<file path="config.mk">
export PLATFORM = sky130hd
export DESIGN_NAME = rotary_knob_button_event_qualifier_unit_flat
export DESIGN_NICKNAME = d
export VERILOG_FILES = /design/src/design/rkbeq_pkg.sv /design/src/design/rkbeq_stream_if.sv /design/src/design/rotary_knob_button_event_qualifier_unit.sv /design/src/flat_wrapper.sv
export SDC_FILE = /design/constraint.sdc
export NUM_CORES = 1
export LEC_CHECK = 0
export BUFFER_PORTS_ARGS = -buffer_cell sky130_fd_sc_hd__buf_2
export CAP_MARGIN = 15
export CORE_UTILIZATION = 25
export DETAILED_ROUTE_END_ITERATION = 6
export PLACE_DENSITY = 0.38
export SYNTH_ARGS = -nofsm -noshare
export SYNTH_HDL_FRONTEND = slang
export SYNTH_SLANG_ARGS = --single-unit
</file>
<file path="constraint.sdc">
create_clock -name clk_i -period 4.75 [get_ports clk_i]
set_clock_uncertainty 0.05 [all_clocks]
set_input_delay 0 -clock clk_i [delete_from_list [all_inputs] [get_ports clk_i]]
set_output_delay 0 -clock clk_i [all_outputs]
set_load 0.005 [all_outputs]
</file>
<file path="src/design/rkbeq_pkg.sv">
// Types and constants for the rotary knob / button event qualifier.
// No dependencies.
`timescale 1ns / 1ps

package rkbeq_pkg;

  // Item operations
  typedef enum logic [1:0] {
    OP_POLL  = 2'd0,
    OP_EDGE  = 2'd1,
    OP_POP   = 2'd2,
    OP_CLEAR = 2'd3
  } op_e;

  // Queued event codes
  typedef enum logic [2:0] {
    EV_NONE = 3'd0,
    EV_CW   = 3'd1,
    EV_CCW  = 3'd2,
    EV_DOWN = 3'd3,
    EV_UP   = 3'd4,
    EV_LONG = 3'd5
  } evt_e;

  // Configuration register indexes
  localparam int unsigned CfgIdxW = 2;
  localparam logic [CfgIdxW-1:0] REG_ENC_DEBOUNCE = 2'd0;
  localparam logic [CfgIdxW-1:0] REG_BTN_DEBOUNCE = 2'd1;
  localparam logic [CfgIdxW-1:0] REG_LONG_PRESS   = 2'd2;
  localparam int unsigned CfgDataW = 16;

  // Reset values of the configuration registers
  localparam logic [CfgDataW-1:0] ENC_DEBOUNCE_RST = 16'd2;
  localparam logic [CfgDataW-1:0] BTN_DEBOUNCE_RST = 16'd30;
  localparam logic [CfgDataW-1:0] LONG_PRESS_RST   = 16'd1000;

  typedef struct packed {
    logic [1:0]  operation;
    logic [31:0] now_ms;
    logic        phase_b_high;
    logic        button_pressed;
  } item_t;

  typedef struct packed {
    logic [2:0]         event_code;
    logic signed [31:0] rotation_count;
  } result_t;

endpackage

</file>
<file path="src/design/rkbeq_stream_if.sv">
// Valid/ready stream channel carrying one payload per beat.
// Payload type is supplied by the instantiating level (see rkbeq_pkg).
`timescale 1ns / 1ps

interface rkbeq_stream_if #(
  parameter type payload_t = logic
) ();
  logic     valid;
  logic     ready;
  payload_t payload;

  modport source (output valid, output payload, input ready);
  modport sink   (input valid, input payload, output ready);
endinterface

</file>
<file path="src/design/rotary_knob_button_event_qualifier_unit.sv">
// Rotary encoder and push-button event qualifier with a ring event queue.
// Latency: result beat is valid the cycle after the item beat is accepted.
// Throughput: one item per cycle unless the result stalls; output register and
//   the registered ring read set this; the memory port is the only shared unit.
// Reset: rst_ni async active low clears pointers, count, button machine and
//   config to defaults; queue memory contents need no reset (never read empty).
`timescale 1ns / 1ps

module rotary_knob_button_event_qualifier_unit
  import rkbeq_pkg::*;
#(
  parameter int unsigned QUEUE_DEPTH = 16
) (
  input  logic                clk_i,
  input  logic                rst_ni,
  input  logic                cfg_we_i,
  input  logic [CfgIdxW-1:0]  cfg_idx_i,
  input  logic [CfgDataW-1:0] cfg_data_i,
  rkbeq_stream_if.sink        item_i,
  rkbeq_stream_if.source      result_o
);

  localparam int unsigned PtrW = (QUEUE_DEPTH > 1) ? $clog2(QUEUE_DEPTH) : 1;
  localparam logic [PtrW-1:0] PtrLast = PtrW'(QUEUE_DEPTH - 1);

  typedef enum logic [1:0] {
    PH_IDLE  = 2'd0,
    PH_DDOWN = 2'd1,
    PH_HELD  = 2'd2,
    PH_DUP   = 2'd3
  } phase_e;

  // Config registers
  logic [CfgDataW-1:0] enc_db_q, btn_db_q, long_ms_q;

  // Scalar state
  logic [PtrW-1:0] rd_ptr_q, rd_ptr_d, wr_ptr_q, wr_ptr_d;
  logic [31:0]     rot_q, rot_d;
  logic [31:0]     last_edge_q, last_edge_d;
  phase_e          phase_q, phase_d;
  logic [31:0]     phase_start_q, phase_start_d;
  logic [31:0]     press_start_q, press_start_d;
  logic            long_rep_q, long_rep_d;

  // Output stage
  logic            out_valid_q;
  logic            hit_q;
  logic [31:0]     rot_out_q;

  // Event memory
  logic [2:0]      ring_mem [QUEUE_DEPTH];
  logic [2:0]      mem_rd_q;

  logic            accept;
  item_t           item;
  logic            push_req, push_ok, pop_hit;
  evt_e            push_code;
  logic [PtrW-1:0] wr_ptr_inc, rd_ptr_inc;
  logic [31:0]     edge_diff, phase_diff, press_diff;

  assign item         = item_i.payload;
  assign item_i.ready = !out_valid_q || result_o.ready;
  assign accept       = item_i.valid && item_i.ready;

  assign wr_ptr_inc = (wr_ptr_q == PtrLast) ? '0 : wr_ptr_q + 1'b1;
  assign rd_ptr_inc = (rd_ptr_q == PtrLast) ? '0 : rd_ptr_q + 1'b1;

  // Elapsed times, wrap modulo 2^32
  assign edge_diff  = item.now_ms - last_edge_q;
  assign phase_diff = item.now_ms - phase_start_q;
  assign press_diff = item.now_ms - press_start_q;

  // Per-item state update
  always_comb begin
    rot_d         = rot_q;
    last_edge_d   = last_edge_q;
    phase_d       = phase_q;
    phase_start_d = phase_start_q;
    press_start_d = press_start_q;
    long_rep_d    = long_rep_q;
    rd_ptr_d      = rd_ptr_q;
    push_req      = 1'b0;
    push_code     = EV_NONE;
    pop_hit       = 1'b0;
    if (accept) begin
      unique case (op_e'(item.operation))
        OP_POLL: begin
          unique case (phase_q)
            PH_IDLE: begin
              if (item.button_pressed) begin
                phase_d       = PH_DDOWN;
                phase_start_d = item.now_ms;
              end
            end
            PH_DDOWN: begin
              if (!item.button_pressed) begin
                phase_d = PH_IDLE;
              end else if (phase_diff >= {16'd0, btn_db_q}) begin
                phase_d       = PH_HELD;
                press_start_d = item.now_ms;
                long_rep_d    = 1'b0;
                push_req      = 1'b1;
                push_code     = EV_DOWN;
              end
            end
            PH_HELD: begin
              if (!item.button_pressed) begin
                phase_d       = PH_DUP;
                phase_start_d = item.now_ms;
              end else if (!long_rep_q && press_diff >= {16'd0, long_ms_q}) begin
                long_rep_d = 1'b1;
                push_req   = 1'b1;
                push_code  = EV_LONG;
              end
            end
            PH_DUP: begin
              if (item.button_pressed) begin
                phase_d = PH_HELD;
              end else if (phase_diff >= {16'd0, btn_db_q}) begin
                phase_d   = PH_IDLE;
                push_req  = 1'b1;
                push_code = EV_UP;
              end
            end
            default: phase_d = PH_IDLE;
          endcase
        end
        OP_EDGE: begin
          if (edge_diff >= {16'd0, enc_db_q}) begin
            last_edge_d = item.now_ms;
            push_req    = 1'b1;
            if (item.phase_b_high) begin
              rot_d     = rot_q + 32'd1;
              push_code = EV_CW;
            end else begin
              rot_d     = rot_q - 32'd1;
              push_code = EV_CCW;
            end
          end
        end
        OP_POP: begin
          if (rd_ptr_q != wr_ptr_q) begin
            pop_hit  = 1'b1;
            rd_ptr_d = rd_ptr_inc;
          end
        end
        OP_CLEAR: rot_d = '0;
        default: rot_d = rot_q;
      endcase
    end
  end

  // Drop the event when the ring is full
  assign push_ok  = push_req && (wr_ptr_inc != rd_ptr_q);
  assign wr_ptr_d = push_ok ? wr_ptr_inc : wr_ptr_q;

  // Event ring: one write and one registered read per cycle
  always_ff @(posedge clk_i) begin
    if (push_ok) begin
      ring_mem[wr_ptr_q] <= push_code;
    end
    if (pop_hit) begin
      mem_rd_q <= ring_mem[rd_ptr_q];
    end
  end

  // Config writes; unknown index ignored
  always_ff @(posedge clk_i or negedge rst_ni) begin
    if (!rst_ni) begin
      enc_db_q  <= ENC_DEBOUNCE_RST;
      btn_db_q  <= BTN_DEBOUNCE_RST;
      long_ms_q <= LONG_PRESS_RST;
    end else if (cfg_we_i) begin
      if (cfg_idx_i == REG_ENC_DEBOUNCE) enc_db_q  <= cfg_data_i;
      if (cfg_idx_i == REG_BTN_DEBOUNCE) btn_db_q  <= cfg_data_i;
      if (cfg_idx_i == REG_LONG_PRESS)   long_ms_q <= cfg_data_i;
    end
  end

  // State and output register
  always_ff @(posedge clk_i or negedge rst_ni) begin
    if (!rst_ni) begin
      rd_ptr_q      <= '0;
      wr_ptr_q      <= '0;
      rot_q         <= '0;
      last_edge_q   <= '0;
      phase_q       <= PH_IDLE;
      phase_start_q <= '0;
      press_start_q <= '0;
      long_rep_q    <= 1'b0;
      out_valid_q   <= 1'b0;
      hit_q         <= 1'b0;
    end else begin
      rd_ptr_q      <= rd_ptr_d;
      wr_ptr_q      <= wr_ptr_d;
      rot_q         <= rot_d;
      last_edge_q   <= last_edge_d;
      phase_q       <= phase_d;
      phase_start_q <= phase_start_d;
      press_start_q <= press_start_d;
      long_rep_q    <= long_rep_d;
      if (accept) begin
        out_valid_q <= 1'b1;
        hit_q       <= pop_hit;
      end else if (result_o.ready) begin
        out_valid_q <= 1'b0;
      end
    end
  end

  // Count travels with the beat; payload register needs no reset
  always_ff @(posedge clk_i) begin
    if (accept) begin
      rot_out_q <= rot_d;
    end
  end

  assign result_o.valid                  = out_valid_q;
  assign result_o.payload.event_code     = hit_q ? mem_rd_q : EV_NONE;
  assign result_o.payload.rotation_count = signed'(rot_out_q);

endmodule

</file>
<file path="src/flat_wrapper.sv">
// flat-port wrapper written by rule: the top's interface ports become plain ports
module rotary_knob_button_event_qualifier_unit_flat import rkbeq_pkg::*;
#(
  parameter int unsigned QUEUE_DEPTH = 16
)
  (clk_i, rst_ni, cfg_we_i, cfg_idx_i, cfg_data_i, item_i_valid, item_i_payload, item_i_ready, result_o_valid, result_o_payload, result_o_ready);
  rkbeq_stream_if #(.payload_t(item_t)) item_i_i ();
  rkbeq_stream_if #(.payload_t(result_t)) result_o_i ();
  input  logic clk_i;
  input  logic rst_ni;
  input  logic cfg_we_i;
  input  logic [CfgIdxW-1:0] cfg_idx_i;
  input  logic [CfgDataW-1:0] cfg_data_i;
  input wire logic [$bits(item_i_i.valid)-1:0] item_i_valid;
  input wire logic [$bits(item_i_i.payload)-1:0] item_i_payload;
  output wire logic [$bits(item_i_i.ready)-1:0] item_i_ready;
  output wire logic [$bits(result_o_i.valid)-1:0] result_o_valid;
  output wire logic [$bits(result_o_i.payload)-1:0] result_o_payload;
  input wire logic [$bits(result_o_i.ready)-1:0] result_o_ready;
  assign item_i_i.valid = item_i_valid;
  assign item_i_i.payload = item_i_payload;
  assign item_i_ready = item_i_i.ready;
  assign result_o_valid = result_o_i.valid;
  assign result_o_payload = result_o_i.payload;
  assign result_o_i.ready = result_o_ready;
  rotary_knob_button_event_qualifier_unit #(.QUEUE_DEPTH(QUEUE_DEPTH)) u_core (.clk_i(clk_i), .rst_ni(rst_ni), .cfg_we_i(cfg_we_i), .cfg_idx_i(cfg_idx_i), .cfg_data_i(cfg_data_i), .item_i(item_i_i), .result_o(result_o_i));
endmodule
</file>
# Yosys cells after proc, flatten, opt, wreduce, memory -nomap -nowiden
# Memories as Yosys holds them, arrays and structs flattened. A register that Yosys moved wholly into a read port is not among the register bits.
# Index checks and enable logic that the tools add are counted.
[classes]
addsub = 7
n_lt_le_gt_ge = 3
eq_ne = 20
n_mux = 49
n_reduce_logical = 21
[ops]
columns = ["op", "n"]
rows = [
  ["32-bit two-way mux", 5],
  ["32-bit case mux with 2 select lines", 2],
  ["32-bit by 16-bit greater-or-equal comparator with 1-bit output", 3],
  ["32-bit subtractor", 3],
  ["32-bit by 1-bit adder with 32-bit output, second input constant", 1],
  ["32-bit by 1-bit subtractor with 32-bit output, second input constant", 1],
  ["3-bit two-way mux", 8],
  ["1-bit two-way mux", 18],
  ["2-bit two-way mux", 8],
  ["2-bit == test, second input constant", 5],
  ["5-bit AND reduction", 2],
  ["3-bit case mux with 3 select lines", 1],
  ["4-bit by 1-bit adder with 4-bit output, second input constant", 2],
  ["4-bit == test, second input constant", 2],
  ["4-bit two-way mux", 2],
  ["2-bit != test, second input constant", 4],
  ["4-bit != test", 2],
  ["2-bit case mux with 4 select lines", 1],
  ["7-bit AND reduction", 1],
  ["2-bit by 1-bit == test with 1-bit output, second input constant", 3],
  ["2-bit zero test", 3],
  ["3-bit by 2-bit != test with 1-bit output, second input constant", 2],
  ["3-bit case mux with 2 select lines", 1],
  ["2-bit AND reduction", 3],
  ["other kinds (9)", 17],
]
[totals]
ff_bits = 221
ram_bits = 48
inputBits = 59
output_inout_bits = 37
elab_cells = 115
memories = 1
[mem_list]
columns = ["memory", "depth", "word_bits", "read_ports", "rd_clocked_by_memory_dff", "wr", "line", "source"]
rows = [
  ["u_core.ring_mem", 16, 3, 1, 1, 1, "rotary_knob_button_event_qualifier_unit.sv:51", "logic [2:0] ring_mem [QUEUE_DEPTH];"],
]

# Longest topological paths before layout
[logic_depth]
ltp_word = 11
ltp_mapped = 25
depth_no_buf = 24

# Worst setup path before layout
# OpenSTA, ideal clock, no wires.
[synth_path]
path_type = "reg2reg"
from = "register u_core.press_start_q[2]"
to = "memory u_core.ring_mem[0][0] (data pin)"
setup_time_ns = 0.354
arrival_ns = 4.408
required_ns = 4.346
slack_ns = -0.062
path_stages_with_launch = 22
path_buffers = 0
period_less_slack_ns = 4.812
cell_sequence = "dfrtp_1 > inv_1 > ha_1 > o211ai_1 > a21oi_1 > nor4_2 > nor4_1 > o31ai_1 > nand2_1 > xor2_1 > ha_1 > nand4_1 > a21oi_1 > a311o_1 > nor4_1 > o211a_1 > o2111ai_1 > a2111o_1 > a2111o_1 > and2_1 > nand4_1 > a311oi_1"
[synth_via]
elab_chain_cells = 8
[synth_rtl]
columns = ["item", "line", "source"]
rows = [
  ["start, declared", "rotary_knob_button_event_qualifier_unit.sv:42", "logic [31:0] press_start_q, press_start_d;"],
  ["start signal, assigned", "rotary_knob_button_event_qualifier_unit.sv:200", "press_start_q <= press_start_d;"],
  ["32-bit subtractor", "rotary_knob_button_event_qualifier_unit.sv:71", "assign press_diff = item.now_ms - press_start_q;"],
  ["32-bit by 16-bit greater-or-equal comparator with 1-bit output", "rotary_knob_button_event_qualifier_unit.sv:110", "end else if (!long_rep_q && press_diff >= {16'd0, long_ms_q}) begin"],
  ["1-bit logical AND", "rotary_knob_button_event_qualifier_unit.sv:110", ""],
  ["3-bit two-way mux", "rotary_knob_button_event_qualifier_unit.sv:110", ""],
  ["3-bit two-way mux", "rotary_knob_button_event_qualifier_unit.sv:107", "if (!item.button_pressed) begin"],
  ["3-bit case mux with 3 select lines", "rotary_knob_button_event_qualifier_unit.sv:88", "unique case (phase_q)"],
  ["3-bit case mux with 2 select lines", "rotary_knob_button_event_qualifier_unit.sv:86", "unique case (op_e'(item.operation))"],
  ["3-bit two-way mux", "rotary_knob_button_event_qualifier_unit.sv:85", "if (accept) begin"],
  ["named net u_core.push_code[0]", "rotary_knob_button_event_qualifier_unit.sv:57", "evt_e push_code;"],
  ["end, declared", "rotary_knob_button_event_qualifier_unit.sv:51", ""],
]
# The timed path passes the listed nets, and every way through them passes these cells.

# Worst setup path in the final report
[layout_path]
from = "register u_core.press_start_q[2]"
to = "memory u_core.ring_mem[6][1], enable pin"
[layout_via]
elab_chain_cells = 11
[layout_rtl]
columns = ["item", "line", "source"]
rows = [
  ["32-bit subtractor", "rotary_knob_button_event_qualifier_unit.sv:71", ""],
  ["32-bit by 16-bit greater-or-equal comparator with 1-bit output", "rotary_knob_button_event_qualifier_unit.sv:110", ""],
  ["1-bit logical AND", "rotary_knob_button_event_qualifier_unit.sv:110", ""],
  ["1-bit two-way mux", "rotary_knob_button_event_qualifier_unit.sv:110", ""],
  ["1-bit two-way mux", "rotary_knob_button_event_qualifier_unit.sv:107", ""],
  ["1-bit case mux with 3 select lines", "rotary_knob_button_event_qualifier_unit.sv:88", ""],
  ["1-bit case mux with 2 select lines", "rotary_knob_button_event_qualifier_unit.sv:86", ""],
  ["1-bit two-way mux", "rotary_knob_button_event_qualifier_unit.sv:85", ""],
  ["1-bit logical AND", "rotary_knob_button_event_qualifier_unit.sv:154", "assign push_ok = push_req && (wr_ptr_inc != rd_ptr_q);"],
  ["1-bit two-way mux", "rotary_knob_button_event_qualifier_unit.sv:159", "if (push_ok) begin"],
  ["1-bit two-way mux (not written as such)", "rotary_knob_button_event_qualifier_unit.sv:160", "ring_mem[wr_ptr_q] <= push_code;"],
]
# Every way passes these cells.

==> flow_summary_export.csv <==
group,metric,value,unit
critical_path,path_class,"reg2reg",
sta,whs,-0.0245,ns
critical_path,arrival,5.45,ns
critical_path,cpMaxStageDelayCell,"a2111o_1",
global_routing,grt.overflow.total,0,
critical_path,crit_path_end,"u_core.ring_mem[6][1]",
global_routing,grt_use_met2,24.3,%
critical_path,worstPathCellList,"inv_2 -> ha_4 -> o211ai_1 -> a21oi_4 -> nor4_4 -> nor4_2 -> o31ai_2 -> nand2_1 -> xor2_1 -> ha_1 -> nand4_1 -> o21ai_1 -> a311o_1 -> nor4_2 -> o211a_1 -> o2111ai_2 -> a2111o_1 -> a2111o_1 -> buf_6 -> nand3_4 -> a21boi_2 -> and4b_2",
sta,rsz0062_at_grt,"yes",
finish,most-common-layout-cells,"181 x buf_4, 178 x dfrtp_1, 170 x ha_1",
finish,fin_util,33.7,%
clock_tree,cts_tree,"done",
place,port_buffers,95,
critical_path,rr_worst_depth,22,
clock_tree,cts_root_buf,"clkbuf_16",
place,place_ws,-0.638,ns
critical_path,critPathLaunchType,"flip-flop",
yosys,synth_nets,2299,
sta,fin_crit_sh,109,%
clock_tree,htree_num_levels,2,
global_routing,grt_pass1_wl,95500,um
die,die_x,280,um
critical_path,crit_family,"compound AO/OA/AOI/OAI gates",
critical_path,rrSetupSlack,-0.44,ns
route,first_pass_iters,7,
die,die_y,280,um
route,antenna_left,0,
sta,drv_slew,0,
global_routing,use_met1,22.7,%
die,coreArea,76100,um2
sta,tightest_slew,0.911,ns
die,num_rows,101,
yosys,synth_cells,2056,
critical_path,worstReg2RegStart,"u_core.press_start_q[2]",
global_routing,use_met3,1.73,%
power_and_ir_drop,leakagePower,0.0113,uW
critical_path,startpoint,"u_core.press_start_q[2]",
place,gp_congestion,0.839,
power_and_ir_drop,vdd_drop_max,0.238,mV
clock_tree,cts_buffers,37,
sta,hold_viol_final,6,
global_routing,antenna_found_initial,2,
job,drv_cap,0,
critical_path,end_kind,"flip-flop",
critical_path,cpPeakStageDelay,0.48,ns
yosys,netlist-cell-type-count,91,
clock_tree,cts_sinks,272,
yosys,ys_async_sr_fraction,69.5,%
route,wl,62800,um
finish,area_growth,32.9,%
route,dr.first_iter.drc_count,958,
critical_path,cp_data_required_time,5.01,ns
finish,layout_commonest_cell,"buf_4",
sta,setup_ws,-0.435,ns
global_routing,grt_pass1_vias,16500,
route,drc,0,
global_routing,grt_use_total,15.5,%
worst_hold_path,hold_path.class,"in2async",
die,die-area,78200,um2
critical_path,cp_max_fo,5,
sta,max_freq,0.193,GHz
run_status,violations,"hold timing, setup timing",
yosys,avgSynthCellArea,9.38,um2
yosys,synth_ff_type,"dfrtp_1",
die,io_pins,96,
place,dp_hpwl,45600,um
power_and_ir_drop,power_density,570,nW/um2
yosys,ys_seq_area_share,37.5,%
critical_path,r2r-end,"u_core.ring_mem[6][1]",
yosys,yosysWarnings,0,
yosys,synth_seq_cells,272,
run_status,status,"finished, violations left",
sta,setup_viol,186,
sta,period_minus_slack,5.19,ns
clock_tree,clk_latency,0.56,ns
finish,fill_cells,7887,
critical_path,path_buf_inv,2,
finish,final_layout_size_suffix_gt1_share,26.4,%
route,vias,16700,
global_routing,grt_start_max_net_pins,100,
sta,slew_headroom,38.7,%
clock_tree,clockBufferDepth,3,
yosys,syn-cell-area,19300,um2
die,start_util,25.3,%
route,wl_per_cell,18.1,um
critical_path,cp.depth,22,
clock_tree,cts.clk_slew.worst_paths,0.06,ns
yosys,synth_edf_count,83,
route,via_per_inst,4.81,
finish,nNetsFinal,2654,
global_routing,top_usage_layer,"met2",
## stage by stage
step | power [uW] | std cells | cell area [um2] | setup TNS, ns
6_report | 14600 | 3471 | 25600 | -38.32
3_5_place_dp | 11000 | 3288 | 22300 | -123.27
2_1_floorplan | 8540 | 2056 | 19300 | 0
3_3_place_gp | 10900 | 3288 | 22300 | -98.13
4_1_cts | 14500 | 3448 | 25000 | -32.56
5_1_grt | 15800 | 3470 | 25600 | -92.54
## worst min-delay path by stage
stage / to / slack (ns) / depth (start not counted)
6_report: u_core.last_edge_q[3] / -0.02 / 2
5_1_grt: u_core.last_edge_q[6] / 0.04 / 5
4_1_cts: u_core.last_edge_q[3] / 0.01 / 2
3_5_place_dp: u_core.last_edge_q[3] / 0.008 / 1
3_3_place_gp: u_core.last_edge_q[3] / 0.0004 / 1
2_1_floorplan: async pin / -0.35 / 0
## report_power, final
| part | internal [uW] | switching, uW | leakage [uW] |
|---|---|---|---|
| registers | 3070 | 359 | 0.00307 |
| clock network | 1880 | 1120 | 0.000636 |
| logic | 3720 | 4450 | 0.00762 |
## registers in the layout (all words and copies together), names as in the netlist, 3 cells and up, named ones only
register	count
u_core.rd_ptr_q	4
u_core.btn_db_q	16
u_core.enc_db_q	16
u_core.press_start_q	32
u_core.mem_rd_q	3
u_core.long_ms_q	16
u_core.rot_q	32
u_core.rot_out_q	32
u_core.last_edge_q	32
u_core.ring_mem	48
u_core.phase_start_q	32
u_core.wr_ptr_q	4
## cells in the mapped netlist (7+ instances only)
library cell	instances	area share, %
a31oi_1	12	0.39
xor2_1	39	1.8
a21oi_1	156	4.0
nor4_1	10	0.32
o21ai_0	130	3.4
o31a_1	7	0.32
mux2i_1	20	1.0
ha_1	180	12
nor2b_1	17	0.55
xnor2_1	53	2.4
edfxtp_1	83	13
nand3b_1	7	0.27
dfrtp_1	178	23
a21o_1	63	2.5
mux2_2	72	4.2
buf_2	12	0.31
nand4_1	31	1.0
o21bai_1	15	0.58
a2111oi_0	10	0.45
or3_1	14	0.45
nand2b_1	23	0.75
clkbuf_1	53	1.0
o21a_1	17	0.66
or2_2	9	0.29
and3_1	15	0.49
nor3_1	36	0.93
and4_1	18	0.82
a211oi_1	26	1.0
o31ai_1	14	0.55
o211ai_1	15	0.58
dfstp_2	11	1.5
a211o_1	9	0.41
and2_1	17	0.55
nand3_1	33	0.86
o2111ai_1	7	0.32
a22o_1	22	1.0
nand2_1	189	3.7
inv_1	176	3.4
nor2_1	89	1.7
o21ai_1	46	1.2
## logic make-up (layout without fill, tap and decap cells)
logic type,count (synthesis),count (layout),share of synthesized area [%]
other,0,1,0
AO/OA/AOI/OAI,612,615,20.4
multiplexers,104,104,6.35
XOR/XNOR,92,92,4.18
flip-flops,272,272,37.5
adder cells (fa/ha/maj),184,184,12.1
buffers and inverters,247,628,4.94
AND/OR/NAND/NOR,545,545,14.5
## repair_timing
action                     4_1_cts  5_1_grt
gates resized for setup        111      132
gates cloned                     6       11
setup buffers                   26       17
pin swaps                       77       66
hold endpoints to repair       253        0
hold buffers                    60        0
setup endpoints to repair      231      231
## area by class of cell
class / count / area (um2) / area share [%]
flip-flops and latches: 272 / 7240 / 28.2
well taps: 1030 / 1290 / 5.03
inverters: 176 / 661 / 2.58
repair buffers: 384 / 3250 / 12.7
diodes: 1 / 2.50 / 0.00977
clock buffers: 50 / 1050 / 4.08
multi-input cells: 1540 / 11900 / 46.3
clock inverters: 18 / 275 / 1.07
## per-layer routing
| layer | up-vias | part of all wire [%] | wire length, um |
|---|---|---|---|
| met5 | - | 0 | 0 |
| met4 | 0 | 1.6 | 1020 |
| met3 | 59 | 2.7 | 1700 |
| met2 | 256 | 45 | 28300 |
| met1 | 8111 | 51 | 31800 |
| li1 | 8269 | - | - |
(Power assumes the default switching activity.)
